### config.mk
export PLATFORM = sky130hd
export DESIGN_NAME = cartridge_bank_address_mapper_unit
export DESIGN_NICKNAME = d
export VERILOG_FILES = /design/src/design/cbam_pkg.sv /design/src/design/cbam_div.sv /design/src/design/cbam_datapath.sv /design/src/design/cbam_ctrl.sv /design/src/design/cartridge_bank_address_mapper_unit.sv
export SDC_FILE = /design/constraint.sdc
export NUM_CORES = 1
export LEC_CHECK = 0
export BUFFER_PORTS_ARGS = -buffer_cell sky130_fd_sc_hd__buf_2
export CELL_PAD_IN_SITES_DETAIL_PLACEMENT = 1
export CELL_PAD_IN_SITES_GLOBAL_PLACEMENT = 1
export CORE_ASPECT_RATIO = 1.25
export CORE_MARGIN = 1.5
export CORE_UTILIZATION = 26
export DETAILED_ROUTE_END_ITERATION = 7
export PLACE_DENSITY = 0.58
export SLEW_MARGIN = 20
export SYNTH_ARGS = -nofsm -noshare
export SYNTH_HDL_FRONTEND = slang
export SYNTH_SLANG_ARGS = --single-unit
### constraint.sdc
create_clock -name aclk -period 6.8 [get_ports aclk]
set_clock_uncertainty 0.2 [all_clocks]
set_input_delay 1.36 -clock aclk [delete_from_list [all_inputs] [get_ports aclk]]
set_output_delay 1.36 -clock aclk [all_outputs]
set_load 0.02 [all_outputs]
### src/design/cbam_pkg.sv
`default_nettype none
package cbam_pkg;

    localparam int ROM_ADDR_BITS_DEF = 22;
    localparam int ADDR_MAX_W        = 24;

    localparam int PROGRAM_SLOTS = 4;
    localparam int PATTERN_SLOTS = 8;
    localparam int PRG_IDX_W     = $clog2(PROGRAM_SLOTS);
    localparam int PAT_IDX_W     = $clog2(PATTERN_SLOTS);

    localparam int SIZE_W      = 23;
    localparam int OFFSET_W    = 22;
    localparam int ADDR_W      = 16;
    localparam int KB_W        = 6;
    localparam int SLOT_W      = 3;
    localparam int BANK_W      = 16;
    localparam int BANK_ADJ_W  = 18;
    localparam int ITER_W      = 4;
    localparam int PROD_W      = KB_W + 1 + BANK_ADJ_W;
    localparam int V_W         = PROD_W + 10;
    localparam int DIV_W       = V_W - 1;
    localparam int QUO_W       = SIZE_W - 10;

    localparam int PRG_SLOT_SHIFT = 13;
    localparam int PAT_SLOT_SHIFT = 10;

    localparam logic [ADDR_W-1:0] WRAM_BASE = 16'h6000;
    localparam logic [ADDR_W-1:0] PRG_BASE  = 16'h8000;

    localparam logic [SIZE_W-1:0] PRG_ROM_RESET = 23'd32768;
    localparam logic [SIZE_W-1:0] PAT_RESET     = 23'd8192;

    typedef enum logic [1:0] {
        KIND_CPU_READ    = 2'd0,
        KIND_PPU_READ    = 2'd1,
        KIND_MAP_PROGRAM = 2'd2,
        KIND_MAP_PATTERN = 2'd3
    } kind_t;

    typedef enum logic [2:0] {
        REGION_UNMAPPED = 3'd0,
        REGION_WORK_RAM = 3'd1,
        REGION_PROGRAM  = 3'd2,
        REGION_PATTERN  = 3'd3,
        REGION_MAP_DONE = 3'd4
    } region_t;

    typedef enum logic {
        CFG_PROGRAM_ROM_BYTES = 1'b0,
        CFG_PATTERN_BYTES     = 1'b1
    } cfg_index_t;

    typedef enum logic [3:0] {
        ST_IDLE,
        ST_DECODE,
        ST_DIV_QUO,
        ST_MUL,
        ST_CHECK,
        ST_MOD_START,
        ST_MOD_WAIT,
        ST_WRITE,
        ST_EMIT
    } state_t;

    typedef struct packed {
        logic load_item;
        logic quo_start;
        logic bank_adjust;
        logic mul;
        logic sum;
        logic mod_start;
        logic slot_write;
        logic emit;
    } cmd_t;

    typedef struct packed {
        kind_t kind;
        logic  map_empty;
        logic  bank_neg;
        logic  slot_ok;
        logic  div_done;
        logic  out_free;
    } status_t;

endpackage
`default_nettype wire

### src/design/cbam_div.sv
`default_nettype none
module cbam_div (
    input  wire logic                            aclk,
    input  wire logic                            aresetn,
    input  wire logic                            start,
    input  wire logic [cbam_pkg::DIV_W-1:0]      dividend,
    input  wire logic [cbam_pkg::SIZE_W-1:0]     divisor,
    output logic                                 done,
    output logic [cbam_pkg::DIV_W-1:0]           quotient,
    output logic [cbam_pkg::SIZE_W-1:0]          remainder
);
    localparam int CNT_W = $clog2(cbam_pkg::DIV_W + 1);

    logic                          busy_reg;
    logic                          done_reg;
    logic [CNT_W-1:0]              count_reg;
    logic [cbam_pkg::DIV_W-1:0]    dvd_reg;
    logic [cbam_pkg::SIZE_W-1:0]   rem_reg;
    logic [cbam_pkg::SIZE_W-1:0]   divisor_reg;

    logic [cbam_pkg::SIZE_W:0]     trial;
    logic [cbam_pkg::SIZE_W:0]     diff;
    logic                          fits;
    logic [cbam_pkg::SIZE_W-1:0]   rem_next;
    logic [cbam_pkg::DIV_W-1:0]    dvd_next;

    // Restoring division, one quotient bit per cycle; quotient bits shift in
    // behind the dividend bits as they leave.
    always_comb begin
        trial    = {rem_reg, dvd_reg[cbam_pkg::DIV_W-1]};
        diff     = trial - {1'b0, divisor_reg};
        fits     = (trial >= {1'b0, divisor_reg});
        rem_next = fits ? diff[cbam_pkg::SIZE_W-1:0] : trial[cbam_pkg::SIZE_W-1:0];
        dvd_next = {dvd_reg[cbam_pkg::DIV_W-2:0], fits};
    end

    always_ff @(posedge aclk) begin
        if (!aresetn) begin
            busy_reg  <= 1'b0;
            done_reg  <= 1'b0;
            count_reg <= '0;
        end else if (start) begin
            busy_reg    <= 1'b1;
            done_reg    <= 1'b0;
            count_reg   <= CNT_W'(cbam_pkg::DIV_W);
            dvd_reg     <= dividend;
            rem_reg     <= '0;
            divisor_reg <= divisor;
        end else if (busy_reg) begin
            dvd_reg   <= dvd_next;
            rem_reg   <= rem_next;
            count_reg <= count_reg - 1'b1;
            if (count_reg == CNT_W'(1)) begin
                busy_reg <= 1'b0;
                done_reg <= 1'b1;
            end
        end
    end

    assign done      = done_reg;
    assign quotient  = dvd_reg;
    assign remainder = rem_reg;

endmodule
`default_nettype wire

### src/design/cbam_datapath.sv
`default_nettype none
module cbam_datapath #(
    parameter int ROM_ADDR_BITS = cbam_pkg::ROM_ADDR_BITS_DEF
) (
    input  wire logic                              aclk,
    input  wire logic                              aresetn,
    input  wire cbam_pkg::cmd_t                    cmd,
    output cbam_pkg::status_t                      status,
    input  wire logic [1:0]                        in_kind,
    input  wire logic [cbam_pkg::ADDR_W-1:0]       in_address,
    input  wire logic [cbam_pkg::KB_W-1:0]         in_bank_kb,
    input  wire logic [cbam_pkg::SLOT_W-1:0]       in_slot,
    input  wire logic [cbam_pkg::BANK_W-1:0]       in_bank_number,
    input  wire logic                              cfg_valid,
    input  wire logic                              cfg_index,
    input  wire logic [cbam_pkg::SIZE_W-1:0]       cfg_data,
    input  wire logic                              m_ready,
    output logic                                   m_valid,
    output logic [2:0]                             m_region,
    output logic [cbam_pkg::OFFSET_W-1:0]          m_offset
);
    localparam int SW = cbam_pkg::SIZE_W;
    localparam int VW = cbam_pkg::V_W;

    cbam_pkg::kind_t                       kind_reg;
    logic [cbam_pkg::ADDR_W-1:0]           addr_reg;
    logic [cbam_pkg::KB_W-1:0]             kb_reg;
    logic [cbam_pkg::SLOT_W-1:0]           slot_reg;
    logic signed [cbam_pkg::BANK_ADJ_W-1:0] bank_reg;
    logic signed [VW-1:0]                  base_reg;
    logic signed [VW-1:0]                  v_reg;
    logic [cbam_pkg::ITER_W-1:0]           i_reg;
    logic [SW-1:0]                         prg_bytes_reg;
    logic [SW-1:0]                         pat_bytes_reg;
    logic [ROM_ADDR_BITS-1:0]              prg_tab_reg [cbam_pkg::PROGRAM_SLOTS];
    logic [ROM_ADDR_BITS-1:0]              pat_tab_reg [cbam_pkg::PATTERN_SLOTS];
    logic                                  out_valid_reg;
    logic [2:0]                            out_region_reg;
    logic [cbam_pkg::OFFSET_W-1:0]         out_offset_reg;

    logic [2:0]                            prg_count;
    logic [5:0]                            prg_first;
    logic [6:0]                            prg_idx;
    logic [8:0]                            pat_first;
    logic [9:0]                            pat_idx;
    logic                                  is_program;
    logic [SW-1:0]                         modulus;

    logic signed [cbam_pkg::PROD_W-1:0]    prod;
    logic signed [VW-1:0]                  base_next;
    logic [VW-1:0]                         step_term;
    logic signed [VW-1:0]                  v_next;
    logic [VW-1:0]                         v_mag;
    logic signed [cbam_pkg::BANK_ADJ_W-1:0] bank_next;

    logic                                  div_start;
    logic [cbam_pkg::DIV_W-1:0]            div_dividend;
    logic [SW-1:0]                         div_divisor;
    logic                                  div_done;
    logic [cbam_pkg::DIV_W-1:0]            div_quo;
    logic [SW-1:0]                         div_rem;

    logic [SW-1:0]                         mod_fixed;
    logic [cbam_pkg::ADDR_MAX_W-1:0]       mod_ext;
    logic [ROM_ADDR_BITS-1:0]              store_value;

    logic [ROM_ADDR_BITS-1:0]              prg_sum;
    logic [ROM_ADDR_BITS-1:0]              pat_sum;
    logic [cbam_pkg::ADDR_MAX_W-1:0]       prg_sum_ext;
    logic [cbam_pkg::ADDR_MAX_W-1:0]       pat_sum_ext;
    logic [2:0]                            region_next;
    logic [cbam_pkg::OFFSET_W-1:0]         offset_next;

    always_comb begin
        is_program = (kind_reg == cbam_pkg::KIND_MAP_PROGRAM);
        modulus    = is_program ? prg_bytes_reg : pat_bytes_reg;

        // Program banks cover bank_kb/8 slots of 8 KB, pattern banks bank_kb
        // slots of 1 KB, starting at slot times that count.
        prg_count = kb_reg[5:3];
        prg_first = {3'b0, prg_count} * {3'b0, slot_reg};
        prg_idx   = 7'(prg_first) + 7'(i_reg);
        pat_first = {3'b0, kb_reg} * {6'b0, slot_reg};
        pat_idx   = 10'(pat_first) + 10'(i_reg);

        status.kind     = kind_reg;
        status.bank_neg = bank_reg[cbam_pkg::BANK_ADJ_W-1];
        status.div_done = div_done;
        status.out_free = !out_valid_reg || m_ready;
        if (is_program) begin
            status.map_empty = (prg_count == 3'd0);
            status.slot_ok   = (i_reg < {1'b0, prg_count}) &&
                               (prg_idx < 7'(cbam_pkg::PROGRAM_SLOTS));
        end else begin
            status.map_empty = (kb_reg == '0);
            status.slot_ok   = ({2'b0, i_reg} < kb_reg) &&
                               (pat_idx < 10'(cbam_pkg::PATTERN_SLOTS));
        end
    end

    always_comb begin
        prod      = $signed({1'b0, kb_reg}) * bank_reg;
        base_next = {prod, 10'b0};
        step_term = is_program ? (VW'(i_reg) << cbam_pkg::PRG_SLOT_SHIFT)
                               : (VW'(i_reg) << cbam_pkg::PAT_SLOT_SHIFT);
        v_next    = base_reg + $signed(step_term);
        v_mag     = v_reg[VW-1] ? VW'(-v_reg) : VW'(v_reg);
        bank_next = bank_reg + $signed({5'b0, div_quo[cbam_pkg::QUO_W-1:0]});
    end

    // The divider serves both the bank count of a negative program bank and
    // the modulo of every slot offset.
    always_comb begin
        div_start = cmd.quo_start || cmd.mod_start;
        if (cmd.quo_start) begin
            div_dividend = cbam_pkg::DIV_W'(prg_bytes_reg[SW-1:10]);
            div_divisor  = SW'(kb_reg);
        end else begin
            div_dividend = v_mag[cbam_pkg::DIV_W-1:0];
            div_divisor  = modulus;
        end
    end

    cbam_div u_div (
        .aclk      (aclk),
        .aresetn   (aresetn),
        .start     (div_start),
        .dividend  (div_dividend),
        .divisor   (div_divisor),
        .done      (div_done),
        .quotient  (div_quo),
        .remainder (div_rem)
    );

    // A negative value with a nonzero remainder folds back into range.
    always_comb begin
        if (modulus == '0) begin
            mod_fixed = '0;
        end else if (v_reg[VW-1] && (div_rem != '0)) begin
            mod_fixed = modulus - div_rem;
        end else begin
            mod_fixed = div_rem;
        end
        mod_ext     = cbam_pkg::ADDR_MAX_W'(mod_fixed);
        store_value = mod_ext[ROM_ADDR_BITS-1:0];
    end

    always_comb begin
        prg_sum = prg_tab_reg[addr_reg[14:13]] + ROM_ADDR_BITS'(addr_reg[12:0]);
        pat_sum = pat_tab_reg[addr_reg[12:10]] + ROM_ADDR_BITS'(addr_reg[9:0]);
        prg_sum_ext = cbam_pkg::ADDR_MAX_W'(prg_sum);
        pat_sum_ext = cbam_pkg::ADDR_MAX_W'(pat_sum);
        region_next = cbam_pkg::REGION_MAP_DONE;
        offset_next = '0;
        case (kind_reg)
            cbam_pkg::KIND_CPU_READ: begin
                if (addr_reg < cbam_pkg::WRAM_BASE) begin
                    region_next = cbam_pkg::REGION_UNMAPPED;
                end else if (addr_reg < cbam_pkg::PRG_BASE) begin
                    region_next = cbam_pkg::REGION_WORK_RAM;
                    offset_next = cbam_pkg::OFFSET_W'(addr_reg[12:0]);
                end else begin
                    region_next = cbam_pkg::REGION_PROGRAM;
                    offset_next = prg_sum_ext[cbam_pkg::OFFSET_W-1:0];
                end
            end
            cbam_pkg::KIND_PPU_READ: begin
                region_next = cbam_pkg::REGION_PATTERN;
                offset_next = pat_sum_ext[cbam_pkg::OFFSET_W-1:0];
            end
            default: begin
                region_next = cbam_pkg::REGION_MAP_DONE;
                offset_next = '0;
            end
        endcase
    end

    always_ff @(posedge aclk) begin
        if (cmd.load_item) begin
            kind_reg <= cbam_pkg::kind_t'(in_kind);
            addr_reg <= in_address;
            kb_reg   <= in_bank_kb;
            slot_reg <= in_slot;
            bank_reg <= cbam_pkg::BANK_ADJ_W'($signed(in_bank_number));
        end else if (cmd.bank_adjust) begin
            bank_reg <= bank_next;
        end
        if (cmd.mul) begin
            base_reg <= base_next;
        end
        if (cmd.sum) begin
            v_reg <= v_next;
        end
    end

    always_ff @(posedge aclk) begin
        if (!aresetn) begin
            i_reg         <= '0;
            prg_bytes_reg <= cbam_pkg::PRG_ROM_RESET;
            pat_bytes_reg <= cbam_pkg::PAT_RESET;
            out_valid_reg <= 1'b0;
            for (int k = 0; k < cbam_pkg::PROGRAM_SLOTS; k++) begin
                prg_tab_reg[k] <= '0;
            end
            for (int k = 0; k < cbam_pkg::PATTERN_SLOTS; k++) begin
                pat_tab_reg[k] <= '0;
            end
        end else begin
            if (cfg_valid) begin
                if (cfg_index == cbam_pkg::CFG_PROGRAM_ROM_BYTES) begin
                    prg_bytes_reg <= cfg_data;
                end else begin
                    pat_bytes_reg <= cfg_data;
                end
            end
            if (cmd.mul) begin
                i_reg <= '0;
            end else if (cmd.slot_write) begin
                i_reg <= i_reg + 1'b1;
                if (is_program) begin
                    prg_tab_reg[prg_idx[cbam_pkg::PRG_IDX_W-1:0]] <= store_value;
                end else begin
                    pat_tab_reg[pat_idx[cbam_pkg::PAT_IDX_W-1:0]] <= store_value;
                end
            end
            if (cmd.emit) begin
                out_valid_reg <= 1'b1;
            end else if (m_ready) begin
                out_valid_reg <= 1'b0;
            end
        end
    end

    always_ff @(posedge aclk) begin
        if (cmd.emit) begin
            out_region_reg <= region_next;
            out_offset_reg <= offset_next;
        end
    end

    assign m_valid  = out_valid_reg;
    assign m_region = out_region_reg;
    assign m_offset = out_offset_reg;

endmodule
`default_nettype wire

### src/design/cbam_ctrl.sv
`default_nettype none
module cbam_ctrl (
    input  wire logic                aclk,
    input  wire logic                aresetn,
    input  wire logic                s_valid,
    output logic                     s_ready,
    input  wire cbam_pkg::status_t   status,
    output cbam_pkg::cmd_t           cmd
);
    cbam_pkg::state_t state_reg;
    cbam_pkg::state_t state_next;

    always_ff @(posedge aclk) begin
        if (!aresetn) begin
            state_reg <= cbam_pkg::ST_IDLE;
        end else begin
            state_reg <= state_next;
        end
    end

    always_comb begin
        state_next = state_reg;
        cmd        = '0;
        s_ready    = 1'b0;
        unique case (state_reg)
            cbam_pkg::ST_IDLE: begin
                // No word is taken while reset is held.
                s_ready = aresetn;
                if (s_valid && aresetn) begin
                    cmd.load_item = 1'b1;
                    state_next    = cbam_pkg::ST_DECODE;
                end
            end
            cbam_pkg::ST_DECODE: begin
                unique case (status.kind)
                    cbam_pkg::KIND_CPU_READ,
                    cbam_pkg::KIND_PPU_READ: begin
                        state_next = cbam_pkg::ST_EMIT;
                    end
                    cbam_pkg::KIND_MAP_PROGRAM: begin
                        if (status.map_empty) begin
                            state_next = cbam_pkg::ST_EMIT;
                        end else if (status.bank_neg) begin
                            cmd.quo_start = 1'b1;
                            state_next    = cbam_pkg::ST_DIV_QUO;
                        end else begin
                            state_next = cbam_pkg::ST_MUL;
                        end
                    end
                    cbam_pkg::KIND_MAP_PATTERN: begin
                        if (status.map_empty) begin
                            state_next = cbam_pkg::ST_EMIT;
                        end else begin
                            state_next = cbam_pkg::ST_MUL;
                        end
                    end
                    default: begin
                        state_next = cbam_pkg::ST_EMIT;
                    end
                endcase
            end
            cbam_pkg::ST_DIV_QUO: begin
                if (status.div_done) begin
                    cmd.bank_adjust = 1'b1;
                    state_next      = cbam_pkg::ST_MUL;
                end
            end
            cbam_pkg::ST_MUL: begin
                cmd.mul    = 1'b1;
                state_next = cbam_pkg::ST_CHECK;
            end
            cbam_pkg::ST_CHECK: begin
                if (status.slot_ok) begin
                    cmd.sum    = 1'b1;
                    state_next = cbam_pkg::ST_MOD_START;
                end else begin
                    state_next = cbam_pkg::ST_EMIT;
                end
            end
            cbam_pkg::ST_MOD_START: begin
                cmd.mod_start = 1'b1;
                state_next    = cbam_pkg::ST_MOD_WAIT;
            end
            cbam_pkg::ST_MOD_WAIT: begin
                if (status.div_done) begin
                    state_next = cbam_pkg::ST_WRITE;
                end
            end
            cbam_pkg::ST_WRITE: begin
                cmd.slot_write = 1'b1;
                state_next     = cbam_pkg::ST_CHECK;
            end
            cbam_pkg::ST_EMIT: begin
                if (status.out_free) begin
                    cmd.emit   = 1'b1;
                    state_next = cbam_pkg::ST_IDLE;
                end
            end
            default: begin
                state_next = cbam_pkg::ST_IDLE;
            end
        endcase
    end

endmodule
`default_nettype wire

### src/design/cartridge_bank_address_mapper_unit.sv
// Cartridge bank address mapper. Each input word is a CPU read, a PPU read or
// a bank map command, and each yields exactly one output word: a region code
// in m_axis_tuser and a byte offset in m_axis_tdata. A read passes through
// DECODE to EMIT, where the result is registered, and the next word can be
// accepted on the cycle after the result is loaded, even if it has not yet
// been taken. Map commands run through a single 34-step restoring divider
// that computes every slot offset modulo the memory size: after DECODE and
// MUL, each slot written takes CHECK, MOD_START, MOD_WAIT and WRITE, and a
// negative program bank needs the bank count of the ROM (DIV_QUO) before MUL.
// The size registers are written through the cfg port (index 0 program ROM
// bytes, index 1 pattern bytes), which is ready whenever reset is released
// and should only be used while the block is idle.
`default_nettype none
module cartridge_bank_address_mapper_unit #(
    parameter int ROM_ADDR_BITS = cbam_pkg::ROM_ADDR_BITS_DEF
) (
    input  wire logic        aclk,
    input  wire logic        aresetn,
    input  wire logic        s_axis_tvalid,
    output logic             s_axis_tready,
    // address[15:0], bank_kb[21:16], slot[24:22], bank_number[40:25], zero pad
    input  wire logic [47:0] s_axis_tdata,
    // kind[1:0]
    input  wire logic [1:0]  s_axis_tuser,
    output logic             m_axis_tvalid,
    input  wire logic        m_axis_tready,
    // offset[21:0], zero pad
    output logic [23:0]      m_axis_tdata,
    // region[2:0]
    output logic [2:0]       m_axis_tuser,
    input  wire logic        cfg_valid,
    output logic             cfg_ready,
    input  wire logic        cfg_index,
    input  wire logic [22:0] cfg_data
);
    cbam_pkg::cmd_t                 cmd;
    cbam_pkg::status_t              status;
    logic [cbam_pkg::OFFSET_W-1:0]  offset;

    cbam_ctrl u_ctrl (
        .aclk    (aclk),
        .aresetn (aresetn),
        .s_valid (s_axis_tvalid),
        .s_ready (s_axis_tready),
        .status  (status),
        .cmd     (cmd)
    );

    cbam_datapath #(
        .ROM_ADDR_BITS (ROM_ADDR_BITS)
    ) u_datapath (
        .aclk           (aclk),
        .aresetn        (aresetn),
        .cmd            (cmd),
        .status         (status),
        .in_kind        (s_axis_tuser),
        .in_address     (s_axis_tdata[15:0]),
        .in_bank_kb     (s_axis_tdata[21:16]),
        .in_slot        (s_axis_tdata[24:22]),
        .in_bank_number (s_axis_tdata[40:25]),
        .cfg_valid      (cfg_valid),
        .cfg_index      (cfg_index),
        .cfg_data       (cfg_data),
        .m_ready        (m_axis_tready),
        .m_valid        (m_axis_tvalid),
        .m_region       (m_axis_tuser),
        .m_offset       (offset)
    );

    assign m_axis_tdata = {2'b00, offset};
    assign cfg_ready    = aresetn;

`ifndef SYNTHESIS
    // Only one word is in work at a time.
    a_one_in_flight: assert property (@(posedge aclk) disable iff (!aresetn)
        (s_axis_tvalid && s_axis_tready) |=> !s_axis_tready)
        else $error("input accepted while a word is still in work");

    a_map_zero_offset: assert property (@(posedge aclk) disable iff (!aresetn)
        (m_axis_tvalid && ((m_axis_tuser == cbam_pkg::REGION_MAP_DONE) ||
                           (m_axis_tuser == cbam_pkg::REGION_UNMAPPED)))
        |-> (m_axis_tdata == '0))
        else $error("map done or unmapped word carries a nonzero offset");

    a_wram_range: assert property (@(posedge aclk) disable iff (!aresetn)
        (m_axis_tvalid && (m_axis_tuser == cbam_pkg::REGION_WORK_RAM))
        |-> (m_axis_tdata[23:13] == '0))
        else $error("work RAM offset beyond 8 KB");
`endif

endmodule
`default_nettype wire
; ---- Yosys cells after proc, flatten, opt, wreduce, memory -nomap -nowiden
; Memory sizes are Yosys's and may differ from the RTL's. A register that Yosys moved wholly into a read port is not among the register bits.
; Index checks and enable logic that the tools add are counted.
[word_totals]
ff_bits = 273
ram_bits = 264
input_bits = 79
output_inout_bits = 30
wordCells = 164
mem_count = 2
[classes]
add_sub_neg = 11
multipliers = 3
order_cmp = 7
n_eq_ne = 16
mux = 73
bitwise = 2
n_reduce_logical = 28
[memory_table]
columns = memory, depth, word_bits, rd, rd_ports_with_merged_regs, write_ports, line
row1 = u_datapath.pat_tab_reg, 8, 22, 1, 1, 8, cbam_datapath.sv:36  ; logic [ROM_ADDR_BITS-1:0] pat_tab_reg [cbam_pkg::PATTERN_SLOTS];
row2 = u_datapath.prg_tab_reg, 4, 22, 1, 1, 4, cbam_datapath.sv:35  ; logic [ROM_ADDR_BITS-1:0] prg_tab_reg [cbam_pkg::PROGRAM_SLOTS];
[op_table]
columns = cell, n
row1 = 2-to-1 mux 34 bit, 4
row2 = 2-to-1 mux 22 bit, 6
row3 = 2-to-1 mux 23 bit, 3
row4 = one-hot mux 22 bit (2 select lines), 1
row5 = OR reduction 22 bit, 2
row6 = 2-to-1 mux 1 bit, 37
row7 = 2-to-1 mux 18 bit, 2
row8 = adder 35 bit, 1
row9 = negator 34 bit, 1
row10 = one-hot mux 4 bit (8 select lines), 1
row11 = 2-to-1 mux 4 bit, 7
row12 = multiplier 7 x 18 -> 25 bit, 1
row13 = greater-or-equal comparator 24 x 23 -> 1 bit, 1
row14 = zero test 23 bit, 1
row15 = nonzero test 23 bit, 1
row16 = subtractor 23 bit, 1
row17 = adder 22 x 10 -> 22 bit, 1
row18 = adder 22 x 13 -> 22 bit, 1
row19 = subtractor 22 bit, 1
row20 = adder 18 x 14 -> 18 bit, 1
row21 = 2-to-1 mux 6 bit, 3
row22 = 2-to-1 mux 17 bit, 1
row23 = "== test 4 x 3 -> 1 bit, second input constant", 4
row24 = "less-than comparator 16 x 15 -> 1 bit, second input constant", 1
row25 = 35 further kinds, 57

; ---- Depth between registers and ports, before layout
[logic_depth]
word_depth = 8
depth_mapped = 20
depth_no_buf = 20

; ---- Cells and area by module
; From an unflattened synthesis, not the netlist that was laid out.
[unflattened]
cells_unflattened = 3023
area_unflattened_um2 = 32725.1
[by_module_without_submodules]
columns = mod, n_inst, cells_each, area_each_um2, seq_area_each_um2
row1 = cbam_datapath, 1, 2549, 27447.6, 12652.1
row2 = cbam_div, 1, 428, 4918.5, 2562.5
row3 = cbam_ctrl, 1, 42, 332.8, 80.1
row4 = cartridge_bank_address_mapper_unit, 1, 4, 26.3, 0.0

; ---- Worst setup path after synthesis
; OpenSTA, ideal clock, no wires.
[synth_path]
path_type = register to register
startpoint = register u_datapath.kb_reg[3] (netlist name)
endpoint = register u_datapath.base_reg[33], data pin
setup_time_ps = 258
arrival_time_ps = 5193
t_required_ps = 6342
setup_slack_ps = 1149
path_stages_with_launch = 21
path_buffers = 1
path_cell_list = edfxtp_1 -> clkbuf_1 -> and2_1 -> fa_1 -> inv_1 -> fa_1 -> inv_1 -> fa_1 -> inv_1 -> fa_1 -> inv_1 -> ha_1 -> or4_1 -> o21ai_0 -> o21bai_1 -> o21ai_0 -> a211o_1 -> o21ai_0 -> o2111ai_1 -> a21oi_1 -> xnor2_1
[synth_via]
elab_chain_cells = 1
[synth_rtl]
columns = element, line
row1 = from (decl), cbam_datapath.sv:27  ; logic [cbam_pkg::KB_W-1:0] kb_reg;
row2 = from (signal assigned), cbam_datapath.sv:182  ; kb_reg <= in_bank_kb;
row3 = multiplier 7 x 18 -> 25 bit, cbam_datapath.sv:102  ; prod = $signed({1'b0, kb_reg}) * bank_reg;
row4 = "via u_datapath.prod, one bit", cbam_datapath.sv:49  ; logic signed [cbam_pkg::PROD_W-1:0] prod;
row5 = to (signal assigned), cbam_datapath.sv:189  ; base_reg <= base_next;
row6 = to (decl), cbam_datapath.sv:30  ; logic signed [VW-1:0] base_reg;
; The timed path passes the listed nets, and every way through them passes these cells.
; A chain may end at the register's enable or synchronous reset.

; ---- Worst setup path in the final report
[layout_path]
startpoint = register u_datapath.bank_reg[3] (netlist name)
endpoint = register u_datapath.base_reg[33], data pin
[layout_via]
elab_chain_cells = 1
[layout_rtl]
columns = element, line
row1 = from (decl), cbam_datapath.sv:29  ; logic signed [cbam_pkg::BANK_ADJ_W-1:0] bank_reg;
row2 = from (signal assigned), cbam_datapath.sv:184  ; bank_reg <= cbam_pkg::BANK_ADJ_W'($signed(in_bank_number));
row3 = from (signal assigned), cbam_datapath.sv:186  ; bank_reg <= bank_next;
row4 = multiplier 7 x 18 -> 25 bit, cbam_datapath.sv:102
row5 = "via u_datapath.prod, one bit", cbam_datapath.sv:49
; The timed path passes the listed nets, and every way through them passes these cells.

==> parameters.txt <==
Parameter                              Value

Logic synthesis
  FFs w/ async S/R, synth ... 0%
  Number of library cell types mapped by synthesis ... 71
  Portion of the post-synthesis area used by sequential elements ... 48.16%
  Netlist area before placement ... 0.03176 mm2
  Number of storage elements in the synthesis netlist ... 532
  Warnings, synthesis ... 0
  Number of enable flip-flop cells after synthesis ... 464
  Average size of a mapped cell ... 10.74 um2
  Cell count after synthesis ... 2958
  Top flip-flop cell by instance count after synthesis ... edfxtp_1

STA
  Maximum clock frequency ... 165.9 MHz
  Worst slew margin relative to its limit ... 26.05%
  RSZ-0062 raised after global routing ... no
  Number of hold-slack violations in the final timing report ... 0
  Setup violations, final ... 0
  Count of final max-slew check failures ... 0
  Setup TNS after final layout ... 0 ps
  Ratio of final minimum period to clock period ... 88.63%
  Post-route setup slack ... 773.3 ps
  Tightest hold margin ... 270.2 ps
  Final critical-path required period ... 6027 ps
  Worst Max-Slew Pin Slew ... 1109 ps

GRT
  Number of antenna violations at the first check in global routing ... 9
  Global route total overflow ... 0
  Overall global routing resource usage ... 15.16%
  Pin count of the biggest net entering global routing ... 60
  Vias in the first global route ... 23.59k
  First-pass GRT wire length ... 143400 um

Clock network
  Clock tree root buffer cell ... clkbuf_16
  Clock tree from TritonCTS ... built
  Number of buffers inserted by hold repair at cts ... 0
  Skew-Pair Late Insertion Delay ... 700 ps
  Post-CTS setup buffer count ... 0
  Clock-pin slew on the worst setup and hold paths ... 60 ps
  CTS buffer count ... 61
  H-tree lvl count ... 2
  Largest buffer count on any clock path ... 3
  Count of cells resized by post-cts repair ... 0
  Number of clock sinks seen by CTS ... 532

Finish
  Post-route design area ... 0.03635 mm2
  Share of the core filled with cells ... 29.96%
  Fraction of layout instances using a drive strength above 1 ... 12.67%
  Syn-to-layout area delta ... 14.45%
  Number of nets in the final layout ... 3379
  Finished Layout Cells ... 4689
  Flip-flop count of the largest register after layout ... 176

Route
  Number of vias after detailed routing ... 21.87k
  Starting DRT DRC Count ... 1049
  Remaining antenna violation count ... 0
  Average wire length per cell after detail routing ... 19.95 um
  Post-DR vias/cell ... 4.663
  Number of iterations in the first detailed-routing pass ... 5
  Residual DRC count ... 0
  Post-detailed-routing wire length ... 93530 um

Setup path
  Count of buffer and inverter cells on the critical path ... 5
  Critical path class ... flip-flop to flip-flop
  Crit Reg-Reg Startpoint ... u_datapath.bank_reg[3]
  Cell breakdown of the critical path ... and2_1 -> fa_1 -> inv_1 -> fa_1 -> inv_1 -> fa_1 -> inv_1 -> fa_1 -> inv_1 -> ha_1 -> or4_1 -> o21ai_0 -> o21bai_1 -> o21ai_0 -> buf_4 -> a211o_1 -> o21ai_0 -> o2111ai_1 -> a21oi_1 -> xnor2_1
  Logic depth of the worst path, buffers included ... 20
  Cells on worst reg2reg path ... 20
  Largest stage delay on the critical path ... 540 ps
  Critical path launch point type ... flip-flop
  CP max stage cell ... fa_1
  Req. time, crit path ... 7040 ps
  Kind of cell adding the most delay to the critical path ... adder cells
  Minimum setup slack among reg-to-reg paths ... 770 ps
  Arr. time, crit path ... 6260 ps
  Worst-path maximum fanout ... 7
  Timing startpoint of the critical path ... u_datapath.bank_reg[3]
  Reg2reg end ... u_datapath.base_reg[33]
  Critical path endpoint category ... flip-flop
  Last element of the critical path ... u_datapath.base_reg[33]

Place
  # placed instances ... 4573
  Worst Setup Slack post-DPL ... 736.3 ps
  Number of I/O port buffers ... 99
  Instance area after placement ... 0.03424 mm2
  Final weighted congestion of routability-driven global placement ... 0.7779
  Detailed placer's ending HPWL ... 70440 um

Job
  Number of maximum-capacitance constraint violations ... 0

Die
  Die width ... 315.6 um
  Initial core utilization ... 26.18%
  Die area ... 0.1243 mm2
  Number of top-level pins ... 109
  Core Region ... 0.1213 mm2
  Die outline height ... 393.8 um
  Total number of placement rows ... 143

Power
  Overall power after layout ... 9.556 mW
  Power density normalized to cell area ... 262.9 mW/mm2
  Leakage power ... 14.55 nW
  Max IR drop VDD ... 0.0002343 V

Hold path
  Class of the tightest hold or removal check ... flip-flop to flip-flop

Run status
  Run status ... finished clean
## synth_stat cells, drive strengths merged, types with 6 or more instances
library cell | count | area (um2)
a21o | 34 | 255.2
mux4 | 66 | 1486
dfxtp | 68 | 1361
nand4 | 19 | 118.9
edfxtp | 464 | 13930
inv | 207 | 777.0
nor4 | 21 | 131.4
a31oi | 8 | 50.05
o21a | 11 | 82.58
fa | 91 | 1822
o31ai | 14 | 118.9
o21bai | 24 | 180.2
nand3 | 56 | 280.3
a21oi | 129 | 645.6
nand2 | 323 | 1212
or2 | 20 | 125.1
xnor2 | 94 | 823.3
nor2 | 416 | 1562
clkbuf | 130 | 488.0
or3 | 11 | 73.82
nor3 | 27 | 135.1
mux2i | 36 | 360.4
nor2b | 21 | 131.4
o22ai | 13 | 81.33
xor2 | 67 | 586.8
and2 | 111 | 694.4
mux2 | 20 | 225.2
a21boi | 50 | 375.4
and3 | 14 | 87.58
buf | 18 | 86.33
ha | 168 | 2102
o211ai | 17 | 127.6
nand2b | 20 | 125.1
a211oi | 11 | 82.58
o2111ai | 6 | 52.55
o21ai | 94 | 470.5
## final cells by class
type                    instances  area [um2]
diodes                          1       2.502
repair buffers                167        1006
clock inverters                38       469.2
multi-input cells            2072       15170
well taps                    1595        1996
inverters                     207       777.0
fillers                     13661       84960
clock buffers                  77        1628
flip-flops and latches        532       15300
## cell families after synthesis
family,count (synthesis),share of synthesized area [%]
muxes,122,6.524
other,1,0.01181
and+or+nand+nor,1085,15.41
xor gates and xnor gates,161,4.440
AOI/OAI and AO/OA,443,8.848
adders and majority gates,259,12.35
buffers and inverters,355,4.255
DFF,532,48.16
## worst min-delay path by stage
| stage | from | end | slack (ps) | cells past startpoint |
|---|---|---|---|---|
| after detailed placement | u_datapath.prg_bytes_reg[8] | u_datapath.prg_bytes_reg[8] | 270 | 2 |
| after floorplan | u_datapath.pat_bytes_reg[13] | u_datapath.pat_bytes_reg[13] | 240 | 2 |
| after global placement | u_datapath.pat_bytes_reg[11] | u_datapath.pat_bytes_reg[11] | 250 | 2 |
| after global routing | u_datapath.prg_bytes_reg[8] | u_datapath.prg_bytes_reg[8] | 300 | 2 |
| final | u_datapath.pat_bytes_reg[16] | u_datapath.pat_bytes_reg[16] | 270 | 2 |
| after CTS | u_datapath.prg_bytes_reg[8] | u_datapath.prg_bytes_reg[8] | 280 | 2 |
## where the power goes
group	leakage, nW	switching, mW	internal, mW
Clock	1.02	1.45	2.01
Sequential	5.10	0.0916	3.74
Combinational	8.43	1.30	0.965
## worst reg2reg max path, cell delays in order, from the launching register on
cell	delay (ps)
edfxtp_1	470
and2_1	220
fa_1	540
inv_1	60
fa_1	480
inv_1	60
fa_1	540
inv_1	60
fa_1	530
inv_1	40
ha_1	330
or4_1	520
o21ai_0	80
o21bai_1	200
o21ai_0	140
buf_4	160
a211o_1	270
o21ai_0	430
o2111ai_1	190
a21oi_1	200
xnor2_1	80
## placed cells by master, fill, tap and decap left out, types with 14 or more instances in the layout
master	instances
xor2_1	67
o21ai_0	90
nand3_1	56
inv_1	205
clkbuf_16	62
and3_1	14
mux4_2	66
ha_1	168
nand4_1	19
nand2b_1	20
a21o_1	34
buf_2	99
a21boi_0	49
fa_1	91
nor2b_1	17
dfxtp_1	66
xnor2_1	94
nand2_1	321
edfxtp_1	464
o21bai_1	24
a21oi_1	128
mux2_2	20
buf_4	68
nor2_1	415
nor3_1	25
and2_1	110
mux2i_1	36
nor4_1	19
or2_2	20
o211ai_1	17
## routing by layer
| layer | routed length (um) | vias to the layer above | part of all wire (%) | track usage (%) |
|---|---|---|---|---|
| met5 | 25 | - | 0.027 | 0 |
| met4 | 2612 | 4 | 2.8 | 4.366 |
| met3 | 3241 | 118 | 3.5 | 2.073 |
| met2 | 47610 | 305 | 51 | 27.20 |
| met1 | 40040 | 10963 | 43 | 18.72 |
| li1 | - | 10476 | - | - |
No activity file was read; power rests on OpenSTA's default activity.
